## src/rtl/rbdq_pkg.sv

```systemverilog
// Shared constants, codes and types of the dual run queue.
`default_nettype none
package rbdq_pkg;

   localparam int LIST_DEPTH = 32;
   localparam int ID_W       = 8;
   localparam int ROUND_W    = 32;
   localparam int TOTAL_W    = 7;
   localparam int IDX_W      = $clog2(LIST_DEPTH);
   localparam int LEN_W      = $clog2(LIST_DEPTH + 1);
   localparam int SUM_W      = (LEN_W + 1 > TOTAL_W) ? LEN_W + 1 : TOTAL_W;

   typedef enum logic [1:0] {
      KIND_ENQUEUE = 2'd0,
      KIND_CHOOSE  = 2'd1,
      KIND_STEAL   = 2'd2,
      KIND_REMOVE  = 2'd3
   } kind_type;

   typedef enum logic [1:0] {
      ST_IDLE,
      ST_EXEC,
      ST_SCAN,
      ST_DONE
   } state_type;

   typedef enum logic [1:0] {
      ROW_HOLD,
      ROW_PUSH_HEAD,
      ROW_PUSH_TAIL,
      ROW_UNLINK
   } row_op_type;

   typedef enum logic [1:0] {
      CELL_HOLD,
      CELL_TAKE_NEXT,
      CELL_TAKE_PREV,
      CELL_TAKE_NEW
   } cell_sel_type;

   typedef struct packed {
      row_op_type        op;
      logic [IDX_W-1:0]  pos;
      logic [ID_W-1:0]   id;
   } row_cmd_type;

endpackage
`default_nettype wire

```

## src/rtl/rbdq_ifs.sv

```systemverilog
// Request and response channel interfaces of the dual run queue.
`default_nettype none
interface rbdq_req_if;
   logic                          valid;
   logic                          ready;
   logic [1:0]                    kind;
   logic [rbdq_pkg::ID_W-1:0]     thread_id;
   logic [rbdq_pkg::ROUND_W-1:0]  thread_round;
   logic                          tail_insert;
   logic [rbdq_pkg::ROUND_W-1:0]  global_round;

   modport source (output valid, kind, thread_id, thread_round, tail_insert, global_round,
                   input ready);
   modport sink   (input valid, kind, thread_id, thread_round, tail_insert, global_round,
                   output ready);
endinterface

interface rbdq_rsp_if;
   logic                          valid;
   logic                          ready;
   logic                          thread_valid;
   logic [rbdq_pkg::ID_W-1:0]     picked_thread;
   logic [rbdq_pkg::ROUND_W-1:0]  stamp_round;
   logic [rbdq_pkg::ROUND_W-1:0]  new_global_round;
   logic                          removed;
   logic                          overflow;
   logic [rbdq_pkg::TOTAL_W-1:0]  queued_total;
   logic                          preempt_request;

   modport source (output valid, thread_valid, picked_thread, stamp_round, new_global_round,
                   removed, overflow, queued_total, preempt_request,
                   input ready);
   modport sink   (input valid, thread_valid, picked_thread, stamp_round, new_global_round,
                   removed, overflow, queued_total, preempt_request,
                   output ready);
endinterface
`default_nettype wire

```

## src/rtl/round_based_dual_run_queue.sv

```systemverilog
// Top level of the per-processor dual run queue.
//
// Run queue with an active and an expired list of thread ids and a round
// number. Each list is a chain of LIST_DEPTH cells that shift toward the head
// on a pop or unlink and toward the tail on a head insert. One request is
// handled at a time. Enqueue, choose and steal each run through the execute
// and done states. Remove walks the active list and then the expired list one
// cell per cycle through a single read port per row, with an end check of its
// own after each list, and stops at the first hit. The response sits in an
// output register, so a new request is taken while an earlier response still
// waits for its transfer. No clearing pass follows reset: list slots past the
// length are never read.
`default_nettype none
module round_based_dual_run_queue (
   input  wire logic         clock,
   input  wire logic         reset,
   rbdq_req_if.sink          req_chan,
   rbdq_rsp_if.source        rsp_chan
);

   localparam int DEPTH = rbdq_pkg::LIST_DEPTH;
   localparam int IDX_W = rbdq_pkg::IDX_W;
   localparam int LEN_W = rbdq_pkg::LEN_W;
   localparam int ID_W  = rbdq_pkg::ID_W;
   localparam int RND_W = rbdq_pkg::ROUND_W;
   localparam int SUM_W = rbdq_pkg::SUM_W;

   // control state
   rbdq_pkg::state_type state_ff, state_in;
   logic [LEN_W-1:0]    len_zero_ff, len_zero_in;
   logic [LEN_W-1:0]    len_one_ff, len_one_in;
   logic                act_ff, act_in;
   logic [RND_W-1:0]    round_ff, round_in;
   logic                phase_ff, phase_in;
   logic [LEN_W-1:0]    scan_idx_ff, scan_idx_in;
   logic                rsp_valid_ff, rsp_valid_in;

   // request held for execution
   rbdq_pkg::kind_type  ex_kind_ff;
   logic [ID_W-1:0]     ex_id_ff;
   logic [RND_W-1:0]    ex_tround_ff;
   logic                ex_tail_ff;
   logic [RND_W-1:0]    ex_ground_ff;

   // pending result, then the output register
   logic                res_valid_ff, res_valid_in;
   logic [ID_W-1:0]     res_picked_ff, res_picked_in;
   logic [RND_W-1:0]    res_stamp_ff, res_stamp_in;
   logic [RND_W-1:0]    res_global_ff, res_global_in;
   logic                res_removed_ff, res_removed_in;
   logic                res_ovf_ff, res_ovf_in;

   logic                o_valid_ff;
   logic [ID_W-1:0]     o_picked_ff;
   logic [RND_W-1:0]    o_stamp_ff;
   logic [RND_W-1:0]    o_global_ff;
   logic                o_removed_ff;
   logic                o_ovf_ff;
   logic [rbdq_pkg::TOTAL_W-1:0] o_total_ff;
   logic                o_preempt_ff;

   // row ports
   rbdq_pkg::row_cmd_type row_zero_cmd, row_one_cmd;
   logic [ID_W-1:0]     head_zero, head_one, rd_zero, rd_one;

   // shared decode
   logic                req_xfer;
   logic                out_free;
   logic [LEN_W-1:0]    len_act, len_exp;
   logic [RND_W-1:0]    enq_round;
   logic                enq_tgt;
   logic [LEN_W-1:0]    enq_len;
   logic                enq_ovf;
   logic                adv;
   logic [RND_W-1:0]    round_sat;
   logic [RND_W-1:0]    pop_round;
   logic                pop_phys;
   logic [LEN_W-1:0]    pop_len;
   logic                scan_phys;
   logic [LEN_W-1:0]    scan_len;
   logic                scan_end;
   logic                scan_hit;
   logic [SUM_W-1:0]    total_sum;

   assign req_xfer  = req_chan.valid && req_chan.ready;
   assign out_free  = !rsp_valid_ff || rsp_chan.ready;

   assign len_act   = act_ff ? len_one_ff : len_zero_ff;
   assign len_exp   = act_ff ? len_zero_ff : len_one_ff;

   // enqueue: adopt the global round when both lists are empty
   assign enq_round = (len_zero_ff == '0 && len_one_ff == '0) ? ex_ground_ff : round_ff;
   assign enq_tgt   = (ex_tround_ff < enq_round) ? act_ff : !act_ff;
   assign enq_len   = enq_tgt ? len_one_ff : len_zero_ff;
   assign enq_ovf   = (enq_len >= LEN_W'(DEPTH));

   // steal with empty active and non-empty expired swaps and advances
   assign adv       = (ex_kind_ff == rbdq_pkg::KIND_STEAL) && (len_act == '0) &&
                      (len_exp != '0);
   assign round_sat = (round_ff == '1) ? round_ff : round_ff + RND_W'(1);
   assign pop_round = adv ? round_sat : round_ff;
   assign pop_phys  = adv ? !act_ff : act_ff;
   assign pop_len   = pop_phys ? len_one_ff : len_zero_ff;

   // remove scan: active list first, then expired
   assign scan_phys = act_ff ^ phase_ff;
   assign scan_len  = scan_phys ? len_one_ff : len_zero_ff;
   assign scan_end  = (scan_idx_ff >= scan_len);
   assign scan_hit  = !scan_end && ((scan_phys ? rd_one : rd_zero) == ex_id_ff);

   assign total_sum = SUM_W'(len_zero_ff) + SUM_W'(len_one_ff);

   // next state
   always_comb begin
      state_in = state_ff;
      unique case (state_ff)
         rbdq_pkg::ST_IDLE:
            if (req_xfer) begin
               state_in = rbdq_pkg::ST_EXEC;
            end
         rbdq_pkg::ST_EXEC:
            state_in = (ex_kind_ff == rbdq_pkg::KIND_REMOVE) ? rbdq_pkg::ST_SCAN
                                                             : rbdq_pkg::ST_DONE;
         rbdq_pkg::ST_SCAN:
            if (scan_hit || (scan_end && phase_ff)) begin
               state_in = rbdq_pkg::ST_DONE;
            end
         rbdq_pkg::ST_DONE:
            if (out_free) begin
               state_in = rbdq_pkg::ST_IDLE;
            end
         default:
            state_in = rbdq_pkg::ST_IDLE;
      endcase
   end

   // outputs and datapath updates
   always_comb begin
      row_zero_cmd   = '{op: rbdq_pkg::ROW_HOLD, pos: '0, id: ex_id_ff};
      row_one_cmd    = '{op: rbdq_pkg::ROW_HOLD, pos: '0, id: ex_id_ff};
      len_zero_in    = len_zero_ff;
      len_one_in     = len_one_ff;
      act_in         = act_ff;
      round_in       = round_ff;
      phase_in       = phase_ff;
      scan_idx_in    = scan_idx_ff;
      res_valid_in   = res_valid_ff;
      res_picked_in  = res_picked_ff;
      res_stamp_in   = res_stamp_ff;
      res_global_in  = res_global_ff;
      res_removed_in = res_removed_ff;
      res_ovf_in     = res_ovf_ff;
      rsp_valid_in   = rsp_valid_ff && !rsp_chan.ready;
      req_chan.ready = 1'b0;

      unique case (state_ff)
         rbdq_pkg::ST_IDLE: begin
            req_chan.ready = 1'b1;
         end
         rbdq_pkg::ST_EXEC: begin
            res_valid_in   = 1'b0;
            res_picked_in  = '0;
            res_stamp_in   = '0;
            res_global_in  = ex_ground_ff;
            res_removed_in = 1'b0;
            res_ovf_in     = 1'b0;
            unique case (ex_kind_ff)
               rbdq_pkg::KIND_ENQUEUE: begin
                  round_in   = enq_round;
                  res_ovf_in = enq_ovf;
                  if (!enq_ovf) begin
                     if (enq_tgt) begin
                        row_one_cmd.op  = ex_tail_ff ? rbdq_pkg::ROW_PUSH_TAIL
                                                     : rbdq_pkg::ROW_PUSH_HEAD;
                        row_one_cmd.pos = enq_len[IDX_W-1:0];
                        len_one_in      = len_one_ff + LEN_W'(1);
                     end else begin
                        row_zero_cmd.op  = ex_tail_ff ? rbdq_pkg::ROW_PUSH_TAIL
                                                      : rbdq_pkg::ROW_PUSH_HEAD;
                        row_zero_cmd.pos = enq_len[IDX_W-1:0];
                        len_zero_in      = len_zero_ff + LEN_W'(1);
                     end
                  end
               end
               rbdq_pkg::KIND_CHOOSE,
               rbdq_pkg::KIND_STEAL: begin
                  act_in   = pop_phys;
                  round_in = pop_round;
                  if (adv && ex_ground_ff < pop_round) begin
                     res_global_in = pop_round;
                  end
                  if (pop_len != '0) begin
                     // pop the head of the (possibly swapped) active list
                     res_valid_in  = 1'b1;
                     res_stamp_in  = pop_round;
                     res_picked_in = pop_phys ? head_one : head_zero;
                     if (pop_phys) begin
                        row_one_cmd.op = rbdq_pkg::ROW_UNLINK;
                        len_one_in     = len_one_ff - LEN_W'(1);
                     end else begin
                        row_zero_cmd.op = rbdq_pkg::ROW_UNLINK;
                        len_zero_in     = len_zero_ff - LEN_W'(1);
                     end
                  end
               end
               rbdq_pkg::KIND_REMOVE: begin
                  phase_in    = 1'b0;
                  scan_idx_in = '0;
               end
               default: begin
               end
            endcase
         end
         rbdq_pkg::ST_SCAN: begin
            if (scan_hit) begin
               res_removed_in = 1'b1;
               if (scan_phys) begin
                  row_one_cmd.op  = rbdq_pkg::ROW_UNLINK;
                  row_one_cmd.pos = scan_idx_ff[IDX_W-1:0];
                  len_one_in      = len_one_ff - LEN_W'(1);
               end else begin
                  row_zero_cmd.op  = rbdq_pkg::ROW_UNLINK;
                  row_zero_cmd.pos = scan_idx_ff[IDX_W-1:0];
                  len_zero_in      = len_zero_ff - LEN_W'(1);
               end
            end else if (scan_end) begin
               // move on to the expired list
               phase_in    = 1'b1;
               scan_idx_in = '0;
            end else begin
               scan_idx_in = scan_idx_ff + LEN_W'(1);
            end
         end
         rbdq_pkg::ST_DONE: begin
            if (out_free) begin
               rsp_valid_in = 1'b1;
            end
         end
         default: begin
         end
      endcase
   end

   always_ff @(posedge clock) begin
      if (reset) begin
         state_ff     <= rbdq_pkg::ST_IDLE;
         len_zero_ff  <= '0;
         len_one_ff   <= '0;
         act_ff       <= 1'b0;
         round_ff     <= '0;
         phase_ff     <= 1'b0;
         scan_idx_ff  <= '0;
         rsp_valid_ff <= 1'b0;
      end else begin
         state_ff     <= state_in;
         len_zero_ff  <= len_zero_in;
         len_one_ff   <= len_one_in;
         act_ff       <= act_in;
         round_ff     <= round_in;
         phase_ff     <= phase_in;
         scan_idx_ff  <= scan_idx_in;
         rsp_valid_ff <= rsp_valid_in;
      end
   end

   // payload registers: capture request, pending result, output
   always_ff @(posedge clock) begin
      if (req_xfer) begin
         ex_kind_ff   <= rbdq_pkg::kind_type'(req_chan.kind);
         ex_id_ff     <= req_chan.thread_id;
         ex_tround_ff <= req_chan.thread_round;
         ex_tail_ff   <= req_chan.tail_insert;
         ex_ground_ff <= req_chan.global_round;
      end
      res_valid_ff   <= res_valid_in;
      res_picked_ff  <= res_picked_in;
      res_stamp_ff   <= res_stamp_in;
      res_global_ff  <= res_global_in;
      res_removed_ff <= res_removed_in;
      res_ovf_ff     <= res_ovf_in;
      if (state_ff == rbdq_pkg::ST_DONE && out_free) begin
         // list lengths are final here
         o_valid_ff   <= res_valid_ff;
         o_picked_ff  <= res_picked_ff;
         o_stamp_ff   <= res_stamp_ff;
         o_global_ff  <= res_global_ff;
         o_removed_ff <= res_removed_ff;
         o_ovf_ff     <= res_ovf_ff;
         o_total_ff   <= total_sum[rbdq_pkg::TOTAL_W-1:0];
         o_preempt_ff <= (total_sum != '0);
      end
   end

   rbdq_row u_row_zero (
      .clock   (clock),
      .cmd     (row_zero_cmd),
      .rd_idx  (scan_idx_ff[IDX_W-1:0]),
      .head_id (head_zero),
      .rd_id   (rd_zero)
   );

   rbdq_row u_row_one (
      .clock   (clock),
      .cmd     (row_one_cmd),
      .rd_idx  (scan_idx_ff[IDX_W-1:0]),
      .head_id (head_one),
      .rd_id   (rd_one)
   );

   assign rsp_chan.valid            = rsp_valid_ff;
   assign rsp_chan.thread_valid     = o_valid_ff;
   assign rsp_chan.picked_thread    = o_picked_ff;
   assign rsp_chan.stamp_round      = o_stamp_ff;
   assign rsp_chan.new_global_round = o_global_ff;
   assign rsp_chan.removed          = o_removed_ff;
   assign rsp_chan.overflow         = o_ovf_ff;
   assign rsp_chan.queued_total     = o_total_ff;
   assign rsp_chan.preempt_request  = o_preempt_ff;

`ifndef SYNTH
   a_len_bound: assert property (@(posedge clock) disable iff (reset)
      len_zero_ff <= LEN_W'(DEPTH) && len_one_ff <= LEN_W'(DEPTH))
      else $error("list length beyond depth");

   a_enq_grows: assert property (@(posedge clock) disable iff (reset)
      (state_ff == rbdq_pkg::ST_EXEC && ex_kind_ff == rbdq_pkg::KIND_ENQUEUE && !enq_ovf)
      |=> (total_sum == $past(total_sum) + SUM_W'(1)))
      else $error("enqueue did not add one thread");

   a_remove_shrinks: assert property (@(posedge clock) disable iff (reset)
      (state_ff == rbdq_pkg::ST_SCAN && scan_hit)
      |=> (total_sum + SUM_W'(1) == $past(total_sum)))
      else $error("remove did not unlink one thread");

   a_scan_bound: assert property (@(posedge clock) disable iff (reset)
      state_ff == rbdq_pkg::ST_SCAN |-> scan_idx_ff <= LEN_W'(DEPTH))
      else $error("scan index past list depth");
`endif

endmodule
`default_nettype wire

```

## src/rtl/rbdq_cell.sv

```systemverilog
// One list slot: holds a thread id and loads from a neighbor or the new id.
`default_nettype none
module rbdq_cell (
   input  wire logic                       clock,
   input  wire rbdq_pkg::cell_sel_type     sel,
   input  wire logic [rbdq_pkg::ID_W-1:0]  prev_id,
   input  wire logic [rbdq_pkg::ID_W-1:0]  next_id,
   input  wire logic [rbdq_pkg::ID_W-1:0]  new_id,
   output      logic [rbdq_pkg::ID_W-1:0]  id
);

   logic [rbdq_pkg::ID_W-1:0] id_ff;
   logic [rbdq_pkg::ID_W-1:0] id_in;

   always_comb begin
      unique case (sel)
         rbdq_pkg::CELL_HOLD:      id_in = id_ff;
         rbdq_pkg::CELL_TAKE_NEXT: id_in = next_id;
         rbdq_pkg::CELL_TAKE_PREV: id_in = prev_id;
         rbdq_pkg::CELL_TAKE_NEW:  id_in = new_id;
         default:                  id_in = id_ff;
      endcase
   end

   always_ff @(posedge clock) begin
      id_ff <= id_in;
   end

   assign id = id_ff;

endmodule
`default_nettype wire

```

## src/rtl/rbdq_row.sv

```systemverilog
// One thread list as a chain of cells with head, tail and unlink shifting.
`default_nettype none
module rbdq_row (
   input  wire logic                        clock,
   input  wire rbdq_pkg::row_cmd_type       cmd,
   input  wire logic [rbdq_pkg::IDX_W-1:0]  rd_idx,
   output      logic [rbdq_pkg::ID_W-1:0]   head_id,
   output      logic [rbdq_pkg::ID_W-1:0]   rd_id
);

   logic [rbdq_pkg::ID_W-1:0] cell_id [rbdq_pkg::LIST_DEPTH];

   for (genvar i = 0; i < rbdq_pkg::LIST_DEPTH; i++) begin : g_cell
      rbdq_pkg::cell_sel_type    sel;
      logic [rbdq_pkg::ID_W-1:0] prev_id;
      logic [rbdq_pkg::ID_W-1:0] next_id;

      if (i == 0) begin : g_first
         assign prev_id = cmd.id;
      end else begin : g_mid
         assign prev_id = cell_id[i-1];
      end

      if (i == rbdq_pkg::LIST_DEPTH - 1) begin : g_last
         assign next_id = cell_id[i];
      end else begin : g_notlast
         assign next_id = cell_id[i+1];
      end

      always_comb begin
         unique case (cmd.op)
            rbdq_pkg::ROW_HOLD:
               sel = rbdq_pkg::CELL_HOLD;
            rbdq_pkg::ROW_PUSH_HEAD:
               sel = (i == 0) ? rbdq_pkg::CELL_TAKE_NEW : rbdq_pkg::CELL_TAKE_PREV;
            rbdq_pkg::ROW_PUSH_TAIL:
               sel = (cmd.pos == rbdq_pkg::IDX_W'(i)) ? rbdq_pkg::CELL_TAKE_NEW
                                                      : rbdq_pkg::CELL_HOLD;
            rbdq_pkg::ROW_UNLINK:
               // close the gap: every slot at or past the removed one, but the last, takes its successor
               sel = (rbdq_pkg::IDX_W'(i) >= cmd.pos && i < rbdq_pkg::LIST_DEPTH - 1)
                     ? rbdq_pkg::CELL_TAKE_NEXT : rbdq_pkg::CELL_HOLD;
            default:
               sel = rbdq_pkg::CELL_HOLD;
         endcase
      end

      rbdq_cell u_cell (
         .clock   (clock),
         .sel     (sel),
         .prev_id (prev_id),
         .next_id (next_id),
         .new_id  (cmd.id),
         .id      (cell_id[i])
      );
   end

   assign head_id = cell_id[0];
   assign rd_id   = cell_id[rd_idx];

endmodule
`default_nettype wire

```

## src/flat_wrapper.sv

```systemverilog
// flat-port wrapper written by rule: the top's interface ports become plain ports
module round_based_dual_run_queue_flat 
  (clock, reset, req_chan_valid, req_chan_kind, req_chan_thread_id, req_chan_thread_round, req_chan_tail_insert, req_chan_global_round, req_chan_ready, rsp_chan_valid, rsp_chan_thread_valid, rsp_chan_picked_thread, rsp_chan_stamp_round, rsp_chan_new_global_round, rsp_chan_removed, rsp_chan_overflow, rsp_chan_queued_total, rsp_chan_preempt_request, rsp_chan_ready);
  rbdq_req_if req_chan_i ();
  rbdq_rsp_if rsp_chan_i ();
  input  wire logic clock;
  input  wire logic reset;
  input wire logic [$bits(req_chan_i.valid)-1:0] req_chan_valid;
  input wire logic [$bits(req_chan_i.kind)-1:0] req_chan_kind;
  input wire logic [$bits(req_chan_i.thread_id)-1:0] req_chan_thread_id;
  input wire logic [$bits(req_chan_i.thread_round)-1:0] req_chan_thread_round;
  input wire logic [$bits(req_chan_i.tail_insert)-1:0] req_chan_tail_insert;
  input wire logic [$bits(req_chan_i.global_round)-1:0] req_chan_global_round;
  output wire logic [$bits(req_chan_i.ready)-1:0] req_chan_ready;
  output wire logic [$bits(rsp_chan_i.valid)-1:0] rsp_chan_valid;
  output wire logic [$bits(rsp_chan_i.thread_valid)-1:0] rsp_chan_thread_valid;
  output wire logic [$bits(rsp_chan_i.picked_thread)-1:0] rsp_chan_picked_thread;
  output wire logic [$bits(rsp_chan_i.stamp_round)-1:0] rsp_chan_stamp_round;
  output wire logic [$bits(rsp_chan_i.new_global_round)-1:0] rsp_chan_new_global_round;
  output wire logic [$bits(rsp_chan_i.removed)-1:0] rsp_chan_removed;
  output wire logic [$bits(rsp_chan_i.overflow)-1:0] rsp_chan_overflow;
  output wire logic [$bits(rsp_chan_i.queued_total)-1:0] rsp_chan_queued_total;
  output wire logic [$bits(rsp_chan_i.preempt_request)-1:0] rsp_chan_preempt_request;
  input wire logic [$bits(rsp_chan_i.ready)-1:0] rsp_chan_ready;
  assign req_chan_i.valid = req_chan_valid;
  assign req_chan_i.kind = req_chan_kind;
  assign req_chan_i.thread_id = req_chan_thread_id;
  assign req_chan_i.thread_round = req_chan_thread_round;
  assign req_chan_i.tail_insert = req_chan_tail_insert;
  assign req_chan_i.global_round = req_chan_global_round;
  assign req_chan_ready = req_chan_i.ready;
  assign rsp_chan_valid = rsp_chan_i.valid;
  assign rsp_chan_thread_valid = rsp_chan_i.thread_valid;
  assign rsp_chan_picked_thread = rsp_chan_i.picked_thread;
  assign rsp_chan_stamp_round = rsp_chan_i.stamp_round;
  assign rsp_chan_new_global_round = rsp_chan_i.new_global_round;
  assign rsp_chan_removed = rsp_chan_i.removed;
  assign rsp_chan_overflow = rsp_chan_i.overflow;
  assign rsp_chan_queued_total = rsp_chan_i.queued_total;
  assign rsp_chan_preempt_request = rsp_chan_i.preempt_request;
  assign rsp_chan_i.ready = rsp_chan_ready;
  round_based_dual_run_queue u_core (.clock(clock), .reset(reset), .req_chan(req_chan_i), .rsp_chan(rsp_chan_i));
endmodule
```

## config.mk

```make
export PLATFORM = sky130hd
export DESIGN_NAME = round_based_dual_run_queue_flat
export DESIGN_NICKNAME = d
export VERILOG_FILES = /design/src/rtl/rbdq_pkg.sv /design/src/rtl/rbdq_ifs.sv /design/src/rtl/round_based_dual_run_queue.sv /design/src/rtl/rbdq_cell.sv /design/src/rtl/rbdq_row.sv /design/src/flat_wrapper.sv
export SDC_FILE = /design/constraint.sdc
export NUM_CORES = 2
export LEC_CHECK = 0
export ABC_AREA = 1
export BUFFER_PORTS_ARGS = -buffer_cell sky130_fd_sc_hd__buf_2
export CORE_MARGIN = 4
export CORE_UTILIZATION = 50
export CTS_CLUSTER_DIAMETER = 120
export DETAILED_ROUTE_END_ITERATION = 8
export MAX_ROUTING_LAYER = met4
export PLACE_DENSITY = 0.7
export SYNTH_ARGS = -nofsm -noshare
export SYNTH_HDL_FRONTEND = slang
export SYNTH_SLANG_ARGS = --single-unit
```

## constraint.sdc

```tcl
create_clock -name clock -period 11.98 [get_ports clock]
set_input_delay 2.396 -clock clock [delete_from_list [all_inputs] [get_ports clock]]
set_output_delay 2.396 -clock clock [all_outputs]
set_load 0.02 [all_outputs]
```

# Word level (Yosys, flattened, before mapping)

Index checks and enable logic that the tools add are counted.

Bits in registers: 800
Bits in read-only memories: 0
Input port bits: 79
Memories kept: 0
Logic and storage cells: 889
Output and inout bits: 85
Bits in latches: 0
Bits in writable memories: 0

Shift-type cells: 0
Bitwise gates (word level): 2
Mux-type cells: 329
Equality and inequality tests: 284
$add $sub $neg: 7
Reduce and logical (&&, ||, !) cells: 109
Divide/modulo/power cells: 0
$mul: 0
Order comparisons: 67

Operator list:

| operator                | count |
|---|---|
| $pmux W8 S3             | 60 |
| $pmux W2 S4             | 63 |
| $eq A2 B2 Y1 const B    | 136 |
| $eq A5 B5 Y1 const B    | 32 |
| $mux W32                | 5 |
| $ge A5 B5 Y1 const A    | 30 |
| $mux W2                 | 72 |
| $eq A2 B1 Y1 const B    | 68 |
| $logic_not A2 Y1        | 68 |
| $mux W6                 | 20 |
| $bmux W8 S5             | 2 |
| $eq A5 B4 Y1 const B    | 16 |
| $ge A4 B5 Y1 const A    | 16 |
| $mux W1                 | 73 |
| $lt A32 B32 Y1          | 2 |
| $pmux W32 S2            | 1 |
| $pmux W8 S2             | 4 |
| $pmux W6 S2             | 5 |
| $mux W7                 | 8 |
| $mux W8                 | 6 |
| $eq A5 B3 Y1 const B    | 8 |
| $ge A3 B5 Y1 const A    | 8 |
| $add A32 B1 Y32 const B | 1 |
| $eq A32 B32 Y1 const B  | 1 |
| 35 further kinds        | 93 |

# Longest topological paths before layout

Depth in word-level cells: 16
Mapped depth: 33
Gate-level depth less buffers: 31

# Modules after synthesis

From an unflattened synthesis, not the netlist that was laid out.

Cells, all modules: 6,077
Area, all modules: 50,921.3 um^2

By module, submodules not included:

| module                       | cells an instance | area each (um^2) | sequential area each (um^2) | instances |
|---|---|---|---|---|
| rbdq_cell                    | 46                | 449.2            | 240.2                       | 64 |
| round_based_dual_run_queue   | 1,512             | 14,784.2         | 8,097.8                     | 1 |
| rbdq_row (u_core.u_row_zero) | 816               | 3,698.5          | 0.0                         | 1 |
| rbdq_row (u_core.u_row_one)  | 805               | 3,691.0          | 0.0                         | 1 |

# Worst setup path after synthesis

OpenSTA, ideal clock, no wires.

Path type: in2reg
From: in rsp_chan_ready
To: reg u_core.o_global_ff[0] (netlist: u_core.rsp_chan.new_global_round[0]) (enable)
Arrival: 6,430 ps
Data required time: 11,428 ps
Setup time: 552 ps
Setup slack: 4,998 ps
Buffers on the path: 0
Stages: 2
Path through: inv_1 a21oi_1

Longest elaborated chain between the ends: 2

RTL lines:

| element                | line                              | source |
|---|---|---|
| start: declaration     | flat_wrapper.sv:24                | `input wire logic [$bits(rsp_chan_i.ready)-1:0] rsp_chan_ready;` |
| $logic_or A1 B1 Y1     | round_based_dual_run_queue.sv:86  | `assign out_free = !rsp_valid_ff \|\| rsp_chan.ready;` |
| $logic_and A1 B1 Y1    | round_based_dual_run_queue.sv:281 | `if (state_ff == rbdq_pkg::ST_DONE && out_free) begin` |
| end signal: assignment | round_based_dual_run_queue.sv:286 | `o_global_ff <= res_global_ff;` |
| end: declaration       | round_based_dual_run_queue.sv:56  | `logic [RND_W-1:0] o_global_ff;` |

No other way between the ends.
A chain may end at the register's enable or synchronous reset.

# Worst setup path after layout

From: reg u_core.len_zero_ff[1]
To: reg u_core.u_row_zero.g_cell[8].u_cell.id_ff, in the netlist u_core.u_row_zero.g_cell[8].u_cell.id[2] (enable)

Longest elaborated chain between the ends: 14
Elaborated cells between the ends (all ways): 38
Those cells by class: order compare: 4; eq/ne: 4; mux: 19; reduce/logical: 11

RTL lines:

| element                                             | line                                                                | source |
|---|---|---|
| start: declaration                                  | round_based_dual_run_queue.sv:30                                    | `logic [LEN_W-1:0] len_zero_ff, len_zero_in;` |
| start signal: assignment                            | round_based_dual_run_queue.sv:256                                   | `len_zero_ff <= len_zero_in;` |
| $logic_not A6 Y1                                    | round_based_dual_run_queue.sv:92                                    | `assign enq_round = (len_zero_ff == '0 && len_one_ff == '0) ? ex_ground_ff : round_ff;` |
| $logic_and A1 B1 Y1                                 | round_based_dual_run_queue.sv:92                                    |  |
| $mux W32                                            | round_based_dual_run_queue.sv:92                                    |  |
| $lt A32 B32 Y1                                      | round_based_dual_run_queue.sv:93                                    | `assign enq_tgt = (ex_tround_ff < enq_round) ? act_ff : !act_ff;` |
| $mux W1                                             | round_based_dual_run_queue.sv:93                                    |  |
| $mux W6                                             | round_based_dual_run_queue.sv:94                                    | `assign enq_len = enq_tgt ? len_one_ff : len_zero_ff;` |
| $ge A6 B6 Y1 / $mux W7 (equally long branches)      | round_based_dual_run_queue.sv:95, round_based_dual_run_queue.sv:172 |  |
| $mux W7                                             | round_based_dual_run_queue.sv:171                                   | `if (!enq_ovf) begin` |
| $mux W5                                             | round_based_dual_run_queue.sv:167                                   | `unique case (ex_kind_ff)` |
| $pmux W7 S2 (*)                                     | round_based_dual_run_queue.sv:156                                   | `unique case (state_ff)` |
| $ge A4 B5 Y1 / $eq A5 B4 Y1 (equally long branches) | rbdq_row.sv:41, rbdq_row.sv:37                                      |  |
| $mux W1 / $mux W2 (equally long branches)           | rbdq_row.sv:42, rbdq_row.sv:37                                      |  |
| $pmux W2 S4 (*)                                     | rbdq_row.sv:31                                                      | `unique case (cmd.op)` |
| $logic_not A2 Y1 (*)                                | rbdq_cell.sv:16                                                     | `unique case (sel)` |
| end signal: assignment                              | rbdq_cell.sv:26                                                     | `id_ff <= id_in;` |
| end: declaration                                    | rbdq_cell.sv:12                                                     | `logic [rbdq_pkg::ID_W-1:0] id_ff;` |

Every way passes the cells marked *; elsewhere a longest branch is shown, timed or not.

==> reports/results.ini <==
[status]
outcome=completed

[routing]
drt_pass1_iterations=6
via_per_inst=6.350
drc=0
antenna_left=0
vias=44437
initialDrtViolationCount=7138
routedWlPerCell_um=23.09
routed_wl_mm=161.5

[timing]
relSlewSlack_pct=16.96
finalHoldViolCount=0
min_period_ns=7.689
tightest_slew_ns=1.233
fmax_mhz=130.1
finalSetupTns_ns=0
drv_slew=0
rsz0062_at_grt=no
fin_skew_ns=0.02585
finalSetupViolations=0
fin_crit_sh_pct=64.18
setup_ws_ns=4.291

[synthesis]
synth.top_cell.area_share_pct=46.81
netlist_top_cells_area=edfxtp_1 (47%), nand3_1 (14%), nand2_1 (10%), nor2_1 (3.9%), o21ai_0 (3.1%)
ys_seq_area_share_pct=49.12
synth_warnings=0
async_flop_share_pct=0
syn_inst=5741
synth_top_flop_cell=edfxtp_1
ys_ff_latch=800
synth_nets=5910
syn_area_mm2=0.04779
synth_edf_count=745
yosysTopAreaCell=edfxtp_1
synth_cell_types=61
syn_area_per_cell_um2=8.324

[place]
dp_slack_ns=4.506
hpwlAfterDp_mm=108.2
dp.cells=6834
io_buffers=163
routabilityCongestion=0.9498

[critical_path]
slowest_delay_ns=0.93
crit_path_end_kind=register
crit_required_ns=12.28
cp_top_family=simple AND/OR/NAND/NOR gates
cpMaxStageDelayCell=nor2_1
worstPathArrival_ns=7.99
crit_top_cell=nand2_1
crit_chain=inv_1 > ha_1 > inv_1 > nor4_1 > nand4_1 > o21ai_0 > ha_1 > a21oi_1 > nor2_1 > a211oi_1 > o221ai_1 > a21oi_1 > nand2_1 > nand2_1 > nand2_1 > nand4_1 > nand2_1 > nand2_1 > nand2_2 > nor2_1 > buf_4 > nand2_1 > o211ai_1
worst-path-buf-inv=3
crit_type=reg2reg
worst-path-max-fanout=20
start_kind=register

[power]
power.switching_w=0.004100
ir_worst_vdd_mv=0.1570
total_power_w=0.01027
p_leak_nw=19.89
netSwitchingFraction_pct=39.91
internal_power_w=0.006172
p_per_area_mw_per_mm2=198.7
power_frac_seq_pct=38.4
p_comb_share_pct=34.7
pwr-share-clk_pct=26.9

[job]
maxCapViolCount=0

[floorplanning]
core_area_mm2=0.09487
die_height_um=317.2
die-area_mm2=0.1006
rows=113
io_pins=164
start_util_pct=50.37
die_width_um=317.2

[clock_tree]
clock_latency_ns=0.69
clock_sinks=800
clk_pin_slew_worst_paths_ns=0.06
numCtsBuffers=90
cts-htree-levels=3
cts_max_path_buffers=3
post_cts_resize_count=0
post-cts-setup-buffers=0
cts_tree=done
root_buffer=clkbuf_16
cts_hold_buffers=0

[worst_hold_path]
hold_class=reg2reg

[grt]
antenna_found_initial=1
grt_util_all_layers_pct=32.33
grt_pass1_wl_mm=247.6
grt_pass1_vias=41643
grt_overflow=0
grt_max_degree=191

[cells_and_area]
final_cells=6998
drive_gt1_share_pct=9.962
area_delta_synth_final_pct=8.200
nNetsFinal=5830
n_fill_cell=8656

## cells in the mapped netlist, types with 45 or more instances
cell type and n:
edfxtp_1 745, o211ai_1 81, dfxtp_1 55, inv_1 252
clkbuf_1 148, nand2_2 45, nor2_1 494, a21oi_1 103
nand3_1 1328, ha_1 89, o21ai_0 293, buf_2 167
o21ai_1 114, nand4_1 172, nand2_1 1271
## cell type report
cell class | instances | area (um2) | share of cell area [%]
antenna | 1 | 2.502 | 0.004840
clock buffer | 110 | 2370 | 4.583
clock inverter | 53 | 514.2 | 0.9946
inverter | 286 | 1097 | 2.122
multi-input combinational | 4259 | 21360 | 41.31
sequential | 800 | 23480 | 45.41
tap | 1265 | 1583 | 3.061
timing repair buffer | 224 | 1299 | 2.512
## worst paths after layout
check                                                        start  depth (start not counted)  slack (ns)                                            endpoint
worst max-delay path            u_core.len_zero_ff[1]$_SDFFE_PP0P_                         23        4.29  u_core.u_row_zero.g_cell[8].u_cell.id[2]$_DFFE_PP_
worst min-delay path               u_core.res_ovf_ff$_SDFFCE_PN0P_                          0        0.41                  u_core.rsp_chan.overflow$_DFFE_PP_
worst max register to register  u_core.len_zero_ff[1]$_SDFFE_PP0P_                         23        4.29  u_core.u_row_zero.g_cell[8].u_cell.id[2]$_DFFE_PP_
worst min register to register     u_core.res_ovf_ff$_SDFFCE_PN0P_                          0        0.41                  u_core.rsp_chan.overflow$_DFFE_PP_
## stage by stage
step | hold slack [ns] | utilization [%] | cell area [um2]
after global placement | 0.4007 | 51.46 | 48820
after CTS | 0.4012 | 54.50 | 51700
after floorplan | 0.4003 | - | 47790
after detailed placement | 0.4045 | 51.46 | 48820
final | 0.4053 | 54.50 | 51710
after global routing | 0.4098 | 54.50 | 51710
## layout by cell type (no fill, tap or decap), types with 5 or more instances in the layout
master      synthesis  layout
nor3_1             27      27
edfxtp_1          745     745
nand3_1          1328    1328
clkbuf_1          148      18
o22ai_1            14      14
clkbuf_16           0      92
nor4_1              6       6
buf_2             167     163
nand4_1           172     172
dfxtp_1            55      52
a21oi_4             4       5
xor2_1             42      42
buf_4              28      59
a21oi_1           103     102
clkinvlp_4          0       8
clkinv_2            1      19
o21ai_0           293     293
inv_1             252     250
bufinv_16           0       6
nand2_4            13      13
nand2_1          1271    1270
ha_1               89      87
o211ai_1           81      81
nand2_2            45      46
nor2_2             22      21
or2_1               6       6
nor2_1            494     491
inv_2              27      23
o221a_2            27      27
clkinv_1            5      22
nand3_2            21      21
a31oi_1            12      12
nor2_4             20      24
or2_2               5       5
o21ai_1           114     114
a211oi_1            7       7
## metal layers
metal / vias up / global-route usage, % / routed length, um / part of all wire, %
met4: 0 / 15.69 / 8755 / 5.4
met1: 20940 / 42.99 / 63400 / 39
met3: 537 / 4.875 / 16760 / 10
li1: 20024 / - / - / -
met5: - / - / 0 / 0
met2: 2936 / 48.79 / 72630 / 45
## worst reg2reg max path, delay by kind of cell, from the launching register on
family	cells	cell delay, ns
AO/OA/AOI/OAI	6	2.00
adder cells (fa/ha/maj)	2	0.50
buffers and inverters	3	0.57
flip-flops	1	0.39
AND/OR/NAND/NOR	12	3.85
## registers in the layout, summed over array words and instances, names as in the netlist, 6 cells and up
register / cells
u_core.len_zero_ff: 6
u_core.ex_ground_ff: 32
u_core.ex_tround_ff: 32
u_core.rsp_chan.picked_thread: 8
u_core.len_one_ff: 6
u_core.rsp_chan.new_global_round: 32
u_core.round_ff: 32
u_core.ex_id_ff: 8
u_core.rsp_chan.stamp_round: 32
u_core.rsp_chan.queued_total: 7
u_core.res_global_ff: 32
u_core.u_row_zero.g_cell.u_cell.id: 256
u_core.res_stamp_ff: 32
u_core.u_row_one.g_cell.u_cell.id: 256
u_core.res_picked_ff: 8
u_core.scan_idx_ff: 6
## kinds of logic (layout without fill, tap and decap cells)
group           count (synthesis)  in the layout  synth area share, %
compound gates                670            670                8.104
xor+xnor                       45             45               0.8248
fa+ha+maj                      90             90                2.372
buf+inv                       682            673                6.302
flops                         800            800                49.12
mux                             1              1              0.02095
other cells                     0              1                    0
simple gates                 3453           3453                33.26
## power groups by stage
stage | registers, W | logic (W) | clock network (W)
detailed placement | 0.00398 | 0.00348 | 0
global placement | 0.00397 | 0.00341 | 0
floorplan | 0.00388 | 0.00249 | 0
CTS | 0.00393 | 0.00349 | 0.00279
global route | 0.00397 | 0.00395 | 0.00290
finish | 0.00394 | 0.00357 | 0.00277
Note: power is estimated with default switching activity, not from simulation.
